==> config.mk <==
export PLATFORM = sky130hd
export DESIGN_NAME = servo_drive_enable_stepper_flat
export DESIGN_NICKNAME = d
export VERILOG_FILES = /design/src/hdl/sdes_pkg.sv /design/src/hdl/sdes_if.sv /design/src/hdl/sdes_step.sv /design/src/hdl/servo_drive_enable_stepper.sv /design/src/flat_wrapper.sv
export SDC_FILE = /design/constraint.sdc
export NUM_CORES = 1
export LEC_CHECK = 0
export BUFFER_PORTS_ARGS = -buffer_cell sky130_fd_sc_hd__buf_2
export CAP_MARGIN = 40
export CORE_UTILIZATION = 39
export DETAILED_ROUTE_END_ITERATION = 6
export PLACE_DENSITY_LB_ADDON = 0.3
export SETUP_SLACK_MARGIN = 0.05
export SKIP_LAST_GASP = 1
export SYNTH_ARGS = -nofsm -noshare
export SYNTH_HDL_FRONTEND = slang
export SYNTH_SLANG_ARGS = --single-unit
==> constraint.sdc <==
create_clock -name i_clk -period 11.49 [get_ports i_clk]
set_input_delay 0 -clock i_clk [delete_from_list [all_inputs] [get_ports i_clk]]
set_output_delay 0 -clock i_clk [all_outputs]
set_load 0.03 [all_outputs]
==> src/hdl/sdes_pkg.sv <==
// Shared types and constants of the servo drive enable stepper.
package sdes_pkg;

    localparam int unsigned IDX_W    = 4;
    localparam int unsigned NUM_IDX  = 16;
    localparam int unsigned SW_W     = 16;
    localparam int unsigned POS_W    = 32;
    localparam int unsigned MODE_W   = 8;
    localparam int unsigned PHASE_W  = 3;
    localparam int unsigned HOLD_W   = 7;
    localparam int unsigned PLAN_W   = 31;
    localparam int unsigned CFGV_W   = 30;
    localparam int unsigned CFGA_W   = 2;

    // Configuration register indexes.
    localparam logic [CFGA_W-1:0] REG_POSITION_STEP  = 2'd0;
    localparam logic [CFGA_W-1:0] REG_POSITION_LIMIT = 2'd1;
    localparam logic [CFGA_W-1:0] REG_HOLD_CYCLES    = 2'd2;

    localparam logic [CFGV_W-1:0] RST_POSITION_STEP  = 30'd1000000;
    localparam logic [CFGV_W-1:0] RST_POSITION_LIMIT = 30'd10000000;
    localparam logic [HOLD_W-1:0] RST_HOLD_CYCLES    = 7'd10;

    // Status word bits and states.
    localparam logic [SW_W-1:0] SW_FAULT        = 16'h0008;
    localparam logic [SW_W-1:0] SW_STATE_MASK   = 16'h006F;
    localparam logic [SW_W-1:0] SW_READY        = 16'h0021;
    localparam logic [SW_W-1:0] SW_SWITCHED_ON  = 16'h0023;
    localparam logic [SW_W-1:0] SW_OP_ENABLED   = 16'h0027;
    localparam logic [SW_W-1:0] SW_TARGET_REACH = 16'h0400;

    // Control word commands.
    localparam logic [SW_W-1:0] CW_FAULT_RESET  = 16'h0080;
    localparam logic [SW_W-1:0] CW_SHUTDOWN     = 16'h0006;
    localparam logic [SW_W-1:0] CW_SWITCH_ON    = 16'h0007;
    localparam logic [SW_W-1:0] CW_ENABLE_OP    = 16'h000F;
    localparam logic [SW_W-1:0] CW_NEW_SETPOINT = 16'h001F;

    localparam logic [MODE_W-1:0] MODE_PROFILE_POS = 8'h01;

    // Per-drive phase codes; the unused codes behave as start.
    localparam logic [PHASE_W-1:0] PH_START    = 3'd0;
    localparam logic [PHASE_W-1:0] PH_SHUTDOWN = 3'd1;
    localparam logic [PHASE_W-1:0] PH_SWITCH   = 3'd2;
    localparam logic [PHASE_W-1:0] PH_ENABLE   = 3'd3;
    localparam logic [PHASE_W-1:0] PH_MOVING   = 3'd4;
    localparam logic [PHASE_W-1:0] PH_ADVANCE  = 3'd5;

    typedef struct packed {
        logic [PHASE_W-1:0]     phase;
        logic [HOLD_W-1:0]      hold;
        logic [PLAN_W-1:0]      planned;
        logic signed [POS_W-1:0] sent_target;
        logic [MODE_W-1:0]      sent_mode;
    } t_entry;

    typedef struct packed {
        logic [CFGV_W-1:0] step;
        logic [CFGV_W-1:0] limit;
        logic [HOLD_W-1:0] hold;
    } t_cfg;

endpackage

==> src/hdl/sdes_if.sv <==
// Handshake channel interfaces for items, results and configuration writes.
interface sdes_in_if;
    logic                   valid;
    logic                   ready;
    logic [3:0]             drive_index;
    logic [15:0]            status_word;
    logic signed [31:0]     current_position;

    modport source (output valid, drive_index, status_word, current_position, input ready);
    modport sink   (input valid, drive_index, status_word, current_position, output ready);
endinterface

interface sdes_out_if;
    logic                   valid;
    logic                   ready;
    logic [15:0]            control_word;
    logic signed [31:0]     target_position;
    logic [7:0]             target_mode;

    modport source (output valid, control_word, target_position, target_mode, input ready);
    modport sink   (input valid, control_word, target_position, target_mode, output ready);
endinterface

interface sdes_cfg_if;
    logic                   valid;
    logic                   ready;
    logic [1:0]             index;
    logic [29:0]            data;

    modport source (output valid, index, data, input ready);
    modport sink   (input valid, index, data, output ready);
endinterface

==> src/hdl/sdes_step.sv <==
// Next-state and command logic for one drive entry and one status word.
module sdes_step (
    input  sdes_pkg::t_entry              i_entry,
    input  sdes_pkg::t_cfg                i_cfg,
    input  logic [sdes_pkg::SW_W-1:0]     i_status_word,
    input  logic signed [sdes_pkg::POS_W-1:0] i_current_position,
    output sdes_pkg::t_entry              o_entry,
    output logic [sdes_pkg::SW_W-1:0]     o_control_word
);
    import sdes_pkg::*;

    logic [SW_W-1:0]   w_st;
    logic [PLAN_W-1:0] w_sum;
    logic [PLAN_W-1:0] w_next_plan;

    assign w_st  = i_status_word & SW_STATE_MASK;
    // The planned target wraps at 31 bits before the limit compare.
    assign w_sum = i_entry.planned + PLAN_W'(i_cfg.step);
    assign w_next_plan = (w_sum > PLAN_W'(i_cfg.limit)) ? '0 : w_sum;

    always_comb begin
        o_entry        = i_entry;
        o_control_word = CW_FAULT_RESET;
        if ((i_status_word & SW_FAULT) != '0) begin
            o_entry.sent_mode = MODE_PROFILE_POS;
        end else begin
            case (i_entry.phase)
                PH_SHUTDOWN: begin
                    if (w_st == SW_READY) o_entry.phase = PH_SWITCH;
                    o_control_word      = CW_SHUTDOWN;
                    o_entry.sent_target = i_current_position;
                end
                PH_SWITCH: begin
                    if (w_st == SW_SWITCHED_ON) o_entry.phase = PH_ENABLE;
                    o_control_word = CW_SWITCH_ON;
                end
                PH_ENABLE: begin
                    if (w_st == SW_OP_ENABLED) o_entry.phase = PH_MOVING;
                    o_control_word = CW_ENABLE_OP;
                end
                PH_MOVING: begin
                    if (w_st != SW_OP_ENABLED) o_entry.phase = PH_SHUTDOWN;
                    // Target reached is applied last, so with no hold left it overrides a failed check.
                    if ((i_status_word & SW_TARGET_REACH) != '0) begin
                        if (i_entry.hold != '0) o_entry.hold = i_entry.hold - HOLD_W'(1);
                        else                    o_entry.phase = PH_ADVANCE;
                    end
                    o_control_word      = CW_NEW_SETPOINT;
                    o_entry.sent_mode   = MODE_PROFILE_POS;
                    o_entry.sent_target = POS_W'(i_entry.planned);
                end
                PH_ADVANCE: begin
                    o_entry.planned     = w_next_plan;
                    o_entry.hold        = i_cfg.hold;
                    o_entry.phase       = PH_ENABLE;
                    o_control_word      = CW_ENABLE_OP;
                    o_entry.sent_mode   = MODE_PROFILE_POS;
                    o_entry.sent_target = POS_W'(w_next_plan);
                end
                default: begin
                    o_entry.phase     = PH_SHUTDOWN;
                    o_control_word    = CW_FAULT_RESET;
                    o_entry.sent_mode = MODE_PROFILE_POS;
                end
            endcase
        end
    end

endmodule

==> src/hdl/servo_drive_enable_stepper.sv <==
// Top level of the servo drive enable stepper: per-drive state memory and handshakes.
//
//  Port      Direction  Carries
//  i_item    sink       drive_index, status_word, current_position
//  o_result  source     control_word, target_position, target_mode
//  i_cfg     sink       index (0 step, 1 limit, 2 hold cycles), data
//
// An item is read from the state memory in the cycle it is accepted and is
// updated and written back when the update stage fires, which also registers its
// result; a new item can be accepted every cycle unless a result stalls. A write
// and a read of the same drive on one edge are resolved by a forwarding register.
// Reset clears the per-drive valid bits at once; a drive never written reads as
// all zero. A stalled result holds the update stage, which in turn holds the input.
module servo_drive_enable_stepper #(
    parameter int unsigned MAX_DRIVES = 16
) (
    input  logic        i_clk,
    input  logic        i_rst_n,
    sdes_in_if.sink     i_item,
    sdes_out_if.source  o_result,
    sdes_cfg_if.sink    i_cfg
);
    import sdes_pkg::*;

    localparam int unsigned AW = (MAX_DRIVES > 1) ? $clog2(MAX_DRIVES) : 1;

    t_cfg                r_cfg;
    t_entry              r_mem [MAX_DRIVES];
    logic [MAX_DRIVES-1:0] r_ent_vld;
    logic [AW-1:0]       w_addr_map [NUM_IDX];
    logic [AW-1:0]       w_in_addr;
    logic                w_in_fire;
    logic                w_s1_fire;

    logic                r_s1_valid;
    logic [AW-1:0]       r_s1_addr;
    logic [SW_W-1:0]     r_s1_sw;
    logic signed [POS_W-1:0] r_s1_pos;
    t_entry              r_rd_data;
    logic                r_rd_vld;
    logic                r_fwd_hit;
    t_entry              r_fwd_data;
    t_entry              w_cur;
    t_entry              w_new;
    logic [SW_W-1:0]     w_cw;

    logic                r_out_valid;

    // Drive index reduced modulo the drive count, as a constant table.
    for (genvar g = 0; g < NUM_IDX; g++) begin : g_map
        assign w_addr_map[g] = AW'(g % MAX_DRIVES);
    end
    assign w_in_addr = w_addr_map[i_item.drive_index];

    assign i_cfg.ready  = 1'b1;
    assign w_s1_fire    = r_s1_valid && (!r_out_valid || o_result.ready);
    assign i_item.ready = !r_s1_valid || w_s1_fire;
    assign w_in_fire    = i_item.valid && i_item.ready;

    always_ff @(posedge i_clk) begin
        if (!i_rst_n) begin
            r_cfg.step  <= RST_POSITION_STEP;
            r_cfg.limit <= RST_POSITION_LIMIT;
            r_cfg.hold  <= RST_HOLD_CYCLES;
        end else if (i_cfg.valid) begin
            case (i_cfg.index)
                REG_POSITION_STEP:  r_cfg.step  <= i_cfg.data;
                REG_POSITION_LIMIT: r_cfg.limit <= i_cfg.data;
                REG_HOLD_CYCLES:    r_cfg.hold  <= i_cfg.data[HOLD_W-1:0];
                default:            ;
            endcase
        end
    end

    // State memory: one write port from the update stage, one read port at accept.
    always_ff @(posedge i_clk) begin
        if (w_s1_fire) r_mem[r_s1_addr] <= w_new;
        if (w_in_fire) r_rd_data <= r_mem[w_in_addr];
    end

    always_ff @(posedge i_clk) begin
        if (!i_rst_n) begin
            r_ent_vld  <= '0;
            r_s1_valid <= 1'b0;
            r_fwd_hit  <= 1'b0;
            r_rd_vld   <= 1'b0;
        end else begin
            if (w_s1_fire) r_ent_vld[r_s1_addr] <= 1'b1;
            if (w_in_fire) begin
                r_s1_valid <= 1'b1;
                r_rd_vld   <= r_ent_vld[w_in_addr];
                // The memory returns the old entry when the same drive is written now.
                r_fwd_hit  <= w_s1_fire && (r_s1_addr == w_in_addr);
            end else if (w_s1_fire) begin
                r_s1_valid <= 1'b0;
            end
        end
    end

    always_ff @(posedge i_clk) begin
        if (w_in_fire) begin
            r_s1_addr  <= w_in_addr;
            r_s1_sw    <= i_item.status_word;
            r_s1_pos   <= i_item.current_position;
            r_fwd_data <= w_new;
        end
    end

    always_comb begin
        if (r_fwd_hit)     w_cur = r_fwd_data;
        else if (r_rd_vld) w_cur = r_rd_data;
        else               w_cur = '0;
    end

    sdes_step u_step (
        .i_entry            (w_cur),
        .i_cfg              (r_cfg),
        .i_status_word      (r_s1_sw),
        .i_current_position (r_s1_pos),
        .o_entry            (w_new),
        .o_control_word     (w_cw)
    );

    always_ff @(posedge i_clk) begin
        if (!i_rst_n) begin
            r_out_valid <= 1'b0;
        end else if (w_s1_fire) begin
            r_out_valid <= 1'b1;
        end else if (o_result.ready) begin
            r_out_valid <= 1'b0;
        end
    end

    always_ff @(posedge i_clk) begin
        if (w_s1_fire) begin
            o_result.control_word    <= w_cw;
            o_result.target_position <= w_new.sent_target;
            o_result.target_mode     <= w_new.sent_mode;
        end
    end

    assign o_result.valid = r_out_valid;

endmodule

==> src/flat_wrapper.sv <==
// flat-port wrapper written by rule: the top's interface ports become plain ports
module servo_drive_enable_stepper_flat import sdes_pkg::*;
#(
    parameter int unsigned MAX_DRIVES = 16
)
  (i_clk, i_rst_n, i_item_valid, i_item_drive_index, i_item_status_word, i_item_current_position, i_item_ready, o_result_valid, o_result_control_word, o_result_target_position, o_result_target_mode, o_result_ready, i_cfg_valid, i_cfg_index, i_cfg_data, i_cfg_ready);
  sdes_in_if i_item_i ();
  sdes_out_if o_result_i ();
  sdes_cfg_if i_cfg_i ();
  input  logic i_clk;
  input  logic i_rst_n;
  input wire logic [$bits(i_item_i.valid)-1:0] i_item_valid;
  input wire logic [$bits(i_item_i.drive_index)-1:0] i_item_drive_index;
  input wire logic [$bits(i_item_i.status_word)-1:0] i_item_status_word;
  input wire logic [$bits(i_item_i.current_position)-1:0] i_item_current_position;
  output wire logic [$bits(i_item_i.ready)-1:0] i_item_ready;
  output wire logic [$bits(o_result_i.valid)-1:0] o_result_valid;
  output wire logic [$bits(o_result_i.control_word)-1:0] o_result_control_word;
  output wire logic [$bits(o_result_i.target_position)-1:0] o_result_target_position;
  output wire logic [$bits(o_result_i.target_mode)-1:0] o_result_target_mode;
  input wire logic [$bits(o_result_i.ready)-1:0] o_result_ready;
  input wire logic [$bits(i_cfg_i.valid)-1:0] i_cfg_valid;
  input wire logic [$bits(i_cfg_i.index)-1:0] i_cfg_index;
  input wire logic [$bits(i_cfg_i.data)-1:0] i_cfg_data;
  output wire logic [$bits(i_cfg_i.ready)-1:0] i_cfg_ready;
  assign i_item_i.valid = i_item_valid;
  assign i_item_i.drive_index = i_item_drive_index;
  assign i_item_i.status_word = i_item_status_word;
  assign i_item_i.current_position = i_item_current_position;
  assign i_item_ready = i_item_i.ready;
  assign o_result_valid = o_result_i.valid;
  assign o_result_control_word = o_result_i.control_word;
  assign o_result_target_position = o_result_i.target_position;
  assign o_result_target_mode = o_result_i.target_mode;
  assign o_result_i.ready = o_result_ready;
  assign i_cfg_i.valid = i_cfg_valid;
  assign i_cfg_i.index = i_cfg_index;
  assign i_cfg_i.data = i_cfg_data;
  assign i_cfg_ready = i_cfg_i.ready;
  servo_drive_enable_stepper #(.MAX_DRIVES(MAX_DRIVES)) u_core (.i_clk(i_clk), .i_rst_n(i_rst_n), .i_item(i_item_i), .o_result(o_result_i), .i_cfg(i_cfg_i));
endmodule
======== Yosys cells after proc, flatten, opt, wreduce, memory -nomap -nowiden ========
Memories as Yosys holds them, arrays and structs flattened. A register that Yosys moved wholly into a read port is not among the register bits.
Cells that the tools add are included.
word-level totals
  register bits after elaboration ......... 263
  bits in writable memories ............... 1296
  memory bits (read-only) ................. 64
  input port bits ......................... 89
  logic and storage cells ................. 89
  memories kept ........................... 2
memories
  memory           depth  width  rd ports  clocked after memory_dff  wr ports  RTL line                          source
  u_core.r_mem     16     81     1         1                         1         servo_drive_enable_stepper.sv:28  t_entry r_mem [MAX_DRIVES];
  (no name shown)  16     4      1         0                         0         servo_drive_enable_stepper.sv:53  assign w_in_addr = w_addr_map[i_item.drive_index];
operators by class
  add/sub/neg operators ................... 2
  $lt $le $gt $ge ......................... 5
  equal/unequal tests ..................... 12
  muxes and demuxes ....................... 30
  bitwise logic cells ..................... 2
  reductions and logical operators ........ 17
operators with widths
  cell                                                        number
  two-way mux 81 bit                                          2
  one-hot mux 32 bit (3 select lines)                         1
  two-way mux 73 bit                                          1
  two-way mux 31 bit                                          2
  one-hot mux 8 bit (4 select lines)                          1
  adder 31 x 30 -> 31 bit                                     1
  greater-than comparator 31 x 30 -> 1 bit                    1
  == test 6 x 5 -> 1 bit, second input constant               3
  two-way mux 8 bit                                           2
  OR 16 bit                                                   1
  two-way mux 3 bit                                           5
  one-hot mux 3 bit (5 select lines)                          1
  one-hot mux 7 bit (2 select lines)                          1
  less-than comparator 4 x 5 -> 1 bit, second input constant  2
  two-way mux 10 bit                                          1
  two-way mux 1 bit                                           8
  two-way mux 4 bit                                           2
  two-way mux 7 bit                                           1
  nonzero test 7 bit                                          1
  subtractor 7 x 1 -> 7 bit, second input constant            1
  == test 3 x 2 -> 1 bit, second input constant               2
  == test 3 bit, second input constant                        2
  inequality test 6 x 5 -> 1 bit, second input constant       1
  AND reduction 2 bit                                         3
  other kinds (16)                                            22

======== Depth between registers and ports, before layout ========
  word-level depth ........................ 7
  mapped depth ............................ 27
  gate-level depth less buffers ........... 22

======== Modules after synthesis ========
A second synthesis with hierarchy kept.
second synthesis, totals
  cells, all modules ...................... 3255
  area, all modules ....................... 65161.2 sq um
modules (own cells, without submodules)
  module                      times used  cells an instance  area an instance (sq um)
  servo_drive_enable_stepper  1           2551               60764.5
  sdes_step                   1           704                4396.7

======== Least setup slack after synthesis ========
Ideal clock, no wire load.
  path type ............................... register to register
  from .................................... register u_core.r_out_valid (netlist: u_core.o_result.valid)
  to ...................................... memory u_core.r_mem[0][0] in the netlist's numbering, enable pin
  library setup time ...................... 0.622 ns
  arrival time ............................ 8.906 ns
  required time ........................... 10.868 ns
  slack ................................... 1.962 ns
  stages on the path, launching flop included .. 5
  path buffers ............................ 0
  clock period less this slack ............ 9.528 ns
  path through ............................ dfxtp_1 -> nor2b_1 -> nor2b_1 -> or3b_2 -> nor3_1
on the way
  word-level cells in the longest chain between the ends .. 5
RTL lines
  item                                     RTL line                           source
  start: declaration                       servo_drive_enable_stepper.sv:47   logic r_out_valid;
  start signal: assignment                 servo_drive_enable_stepper.sv:126  r_out_valid <= 1'b0;
  start signal: assignment                 servo_drive_enable_stepper.sv:128  r_out_valid <= 1'b1;
  start signal: assignment                 servo_drive_enable_stepper.sv:130  r_out_valid <= 1'b0;
  logical NOT 1 bit                        servo_drive_enable_stepper.sv:56   assign w_s1_fire = r_s1_valid && (!r_out_valid || o_result.ready);
  logical OR 1 bit                         servo_drive_enable_stepper.sv:56
  logical AND 1 bit                        servo_drive_enable_stepper.sv:56
  via u_core.w_s1_fire                     servo_drive_enable_stepper.sv:33   logic w_s1_fire;
  two-way mux 1 bit                        servo_drive_enable_stepper.sv:77   if (w_s1_fire) r_mem[r_s1_addr] <= w_new;
  two-way mux 1 bit (not written as such)  servo_drive_enable_stepper.sv:77
  end: declaration                         servo_drive_enable_stepper.sv:28
The timed path passes the listed nets, and every way through them passes these cells.

==> results.md <==
* Status: finished clean
* Setup violations, final at 0
* Register area share after synthesis at 75.2%
* CTS tree: yes
* Synthesized area at 64000 um^2
* Full die area at 166000 um^2
* Highest routed layer: met5
* Remaining DRCs at 0
* Worst-skew pair later-pin latency at 810 ps
* M1 WL at 69300 um
* Crit path capture type: register
* # IOs at 148
* WL met2 at 79200 um
* Slew Limit Fails at 0
* WHS Path Cells at 2
* Number of flops mapped to enable cells by yosys at 1546
* Final Power at 12.4 mW
* Die H at 407 um
* Core area at 163000 um^2
* Post-cts resize count at 0
* Initial antenna violation count at 9
* Worst Hold Class: in2reg
* Worst-path clk slew at 60 ps
* Synth top area cells: edfxtp_1 72%, mux4_2 14%, dfxtp_1 2.7%
* Number of synthesis warnings at 0
* ANT nets after route at 0
* Final Hold Viols at 0
* Avg Inst Size Synth at 20.3 um^2
* Commonest cells after routing, fill and taps aside: 1546 x edfxtp_1, 410 x mux4_2, 204 x nand2_1
* Unique masters post-synth at 71
* Min-delay src: i_item_drive_index[2]
* Max Root-Sink Buffers at 3
* RePlAce Congestion at 0.848
* Wirelength per Cell at 27.9 um
* Cells after Synth at 3154
* Hold Crit Endpoint: u_core.r_s1_addr[2]
* Max Clock Freq at 127 MHz
* Overflow after GRT at 0
* Leakage at 25.7 nW
* CTS Buf Count at 169
* #FFs+latches synth at 1633
* Share of flip-flops with an asynchronous set or reset at 0%
* Maximum vdd drop at 0.000160 V
* Final setup TNS at 0 ps
* Dpl hpwl at 91800 um
* Final setup margin at 3630 ps
* CP startpoint kind: register
* Most common cell after layout, fill and taps aside: edfxtp_1
* Top FF cell, synth: edfxtp_1
* Clk root buf: clkbuf_16
* Req. time, crit path at 11950 ps
* Initial core utilization at 39.3%
* Unrepaired setup endpoints after global routing: false
* H-tree depth at 4
* Share of layout cells above drive strength 1 at 25.7%
* Reg2reg path depth at 21
* Met3 wire length at 12000 um
* R2r setup slk at 3630 ps
* Initial detailed-routing violation count at 3750
* Placed cell area at 68400 um^2
* Vias per cell at 5.63
* First-pass GRT wire length at 237000 um
* Place WS at 3790 ps
* Max_slew headroom at 31.4%
* Max-Cap Viols at 0
* Nets at 3715
* First-pass DRT Iterations at 7
* Vias in the first global route at 33500
* Minimum clock period at 7860 ps
* Cell Pwr Density at 166 nW/um^2
* Yosys top cell by area: edfxtp_1
* Via count at 33000
* Port-buffer cells at 127
* Pin count of the biggest net entering global routing at 103
* Area share of the largest cell type after synthesis at 72.5%
* Critical path type: reg2reg
* Worst slew pin tran at 1030 ps
* Crit-path max FO at 34
* Die Wd at 407 um
* Reg2reg end: u_core.r_mem[3][51]
* Layout area overhead at 17.3%
* Ant diodes at 0
* Design area at 75100 um^2
* Num rows at 148
* Final Skew at 41.9 ps
* GR Util All Layers at 19.7%
* WL final at 164000 um
* Crit path DAT at 8330 ps
* Reg2reg start: u_core.r_fwd_hit
* Clock sink count at 1633
* Period utilization at 68.4%
## cell usage after synthesis (9+ instances only)
cell         n
a21oi_1     61
nand4_1     12
dfxtp_1     87
a21boi_0    47
nand2b_1     9
a221oi_1    34
xnor2_1     19
a31oi_1     32
nor3_1      11
inv_1       43
a21o_1      23
a22oi_1     49
buf_4       13
clkbuf_1   124
nand2_1    204
edfxtp_1  1546
xor2_1      12
ha_1        61
nor2b_1     16
mux4_2     410
a22o_1      44
o211ai_1    15
nor2_1      76
o21ai_0     24
o21a_1      23
buf_1       36
nand3_1     29
## power by group
part | switching (mW) | internal [mW] | total [mW]
combinational | 0.305 | 0.235 | 0.541
sequential | 0.0377 | 6.54 | 6.58
clock | 2.31 | 3.01 | 5.32
total | 2.65 | 9.79 | 12.4
## per-layer routing
metal  vias to the layer above  global-route usage (%)
li1                      13900                       -
met1                     17700                    27.7
met2                      1214                    31.5
met3                       219                    4.14
met4                        10                    4.85
met5                         -                       0
## worst max path at each step
stage	slack (ps)	startpoint	end
final	3630	u_core.r_fwd_hit	u_core.r_mem[3][51]
after global routing	3290	u_core.r_fwd_hit	u_core.r_mem[13][51]
after CTS	3700	u_core.r_fwd_hit	u_core.r_mem[12][69]
after detailed placement	3790	u_core.r_fwd_hit	u_core.r_mem[15][69]
after global placement	3570	u_core.r_fwd_hit	u_core.r_mem[14][26]
after floorplan	1960	u_core.o_result.valid	u_core.r_mem[0][0]
## cells by family (layout without fill, tap and decap cells)
kind of cell,count (synthesis),count (layout),share of synthesized area (%)
flops,1633,1633,75.2
xor+xnor,32,32,0.449
fa+ha+maj,62,62,1.22
other cells,2,11,0.0117
mux,419,419,14.6
simple gates,393,393,2.76
compound gates,388,388,4.36
buf+inv,225,751,1.43
## per-stage QoR
step | hold WS [ps] | instances | util, %
finish | 17.0 | 5864 | 46.1
global placement | 178 | 5377 | 41.5
CTS | 6.20 | 5860 | 46.1
global route | 37.1 | 5864 | 46.1
floorplan | 98.9 | 3163 | -
detailed placement | 178 | 5424 | 42.0
## sequential cells by signal (all words and copies together), names as in the netlist, 8 cells and up
name,cells
u_core.r_rd_data,81
u_core.o_result.target_position,32
u_core.r_mem,1296
u_core.o_result.target_mode,8
u_core.r_fwd_data,81
u_core.r_cfg,67
u_core.r_s1_pos,32
u_core.r_ent_vld,16
## layout make-up
| cell class | count | area [um^2] |
|---|---|---|
| fillers | 13600 | 87800 |
| flip-flops and latches | 1633 | 48200 |
| multi-input cells | 1305 | 15200 |
| clock buffers | 213 | 4410 |
| repair buffers | 412 | 3590 |
| well taps | 2175 | 2720 |
| clock inverters | 83 | 912 |
| inverters | 43 | 169 |
## what timing repair did
item,CTS,global route
buffers inserted,0,0
endpoints found under the hold margin,150,0
hold buffers,140,0
## critical path, cell delays in order (launching register included)
cell and delay (ps):
dfxtp_4 680, buf_4 530, buf_4 570, a22o_1 410
ha_1 270, and3_1 220, nand4_1 100, a21oi_1 450
nor3b_1 160, o31ai_1 450, a21oi_1 160, xnor2_1 380
ha_1 350, a211o_1 270, a31oi_1 150, o31ai_1 100
a31o_1 270, o21ai_0 170, nor2_1 140, nor2_4 620
a21oi_1 160, nor2_1 810
(Power assumes the default switching activity.)
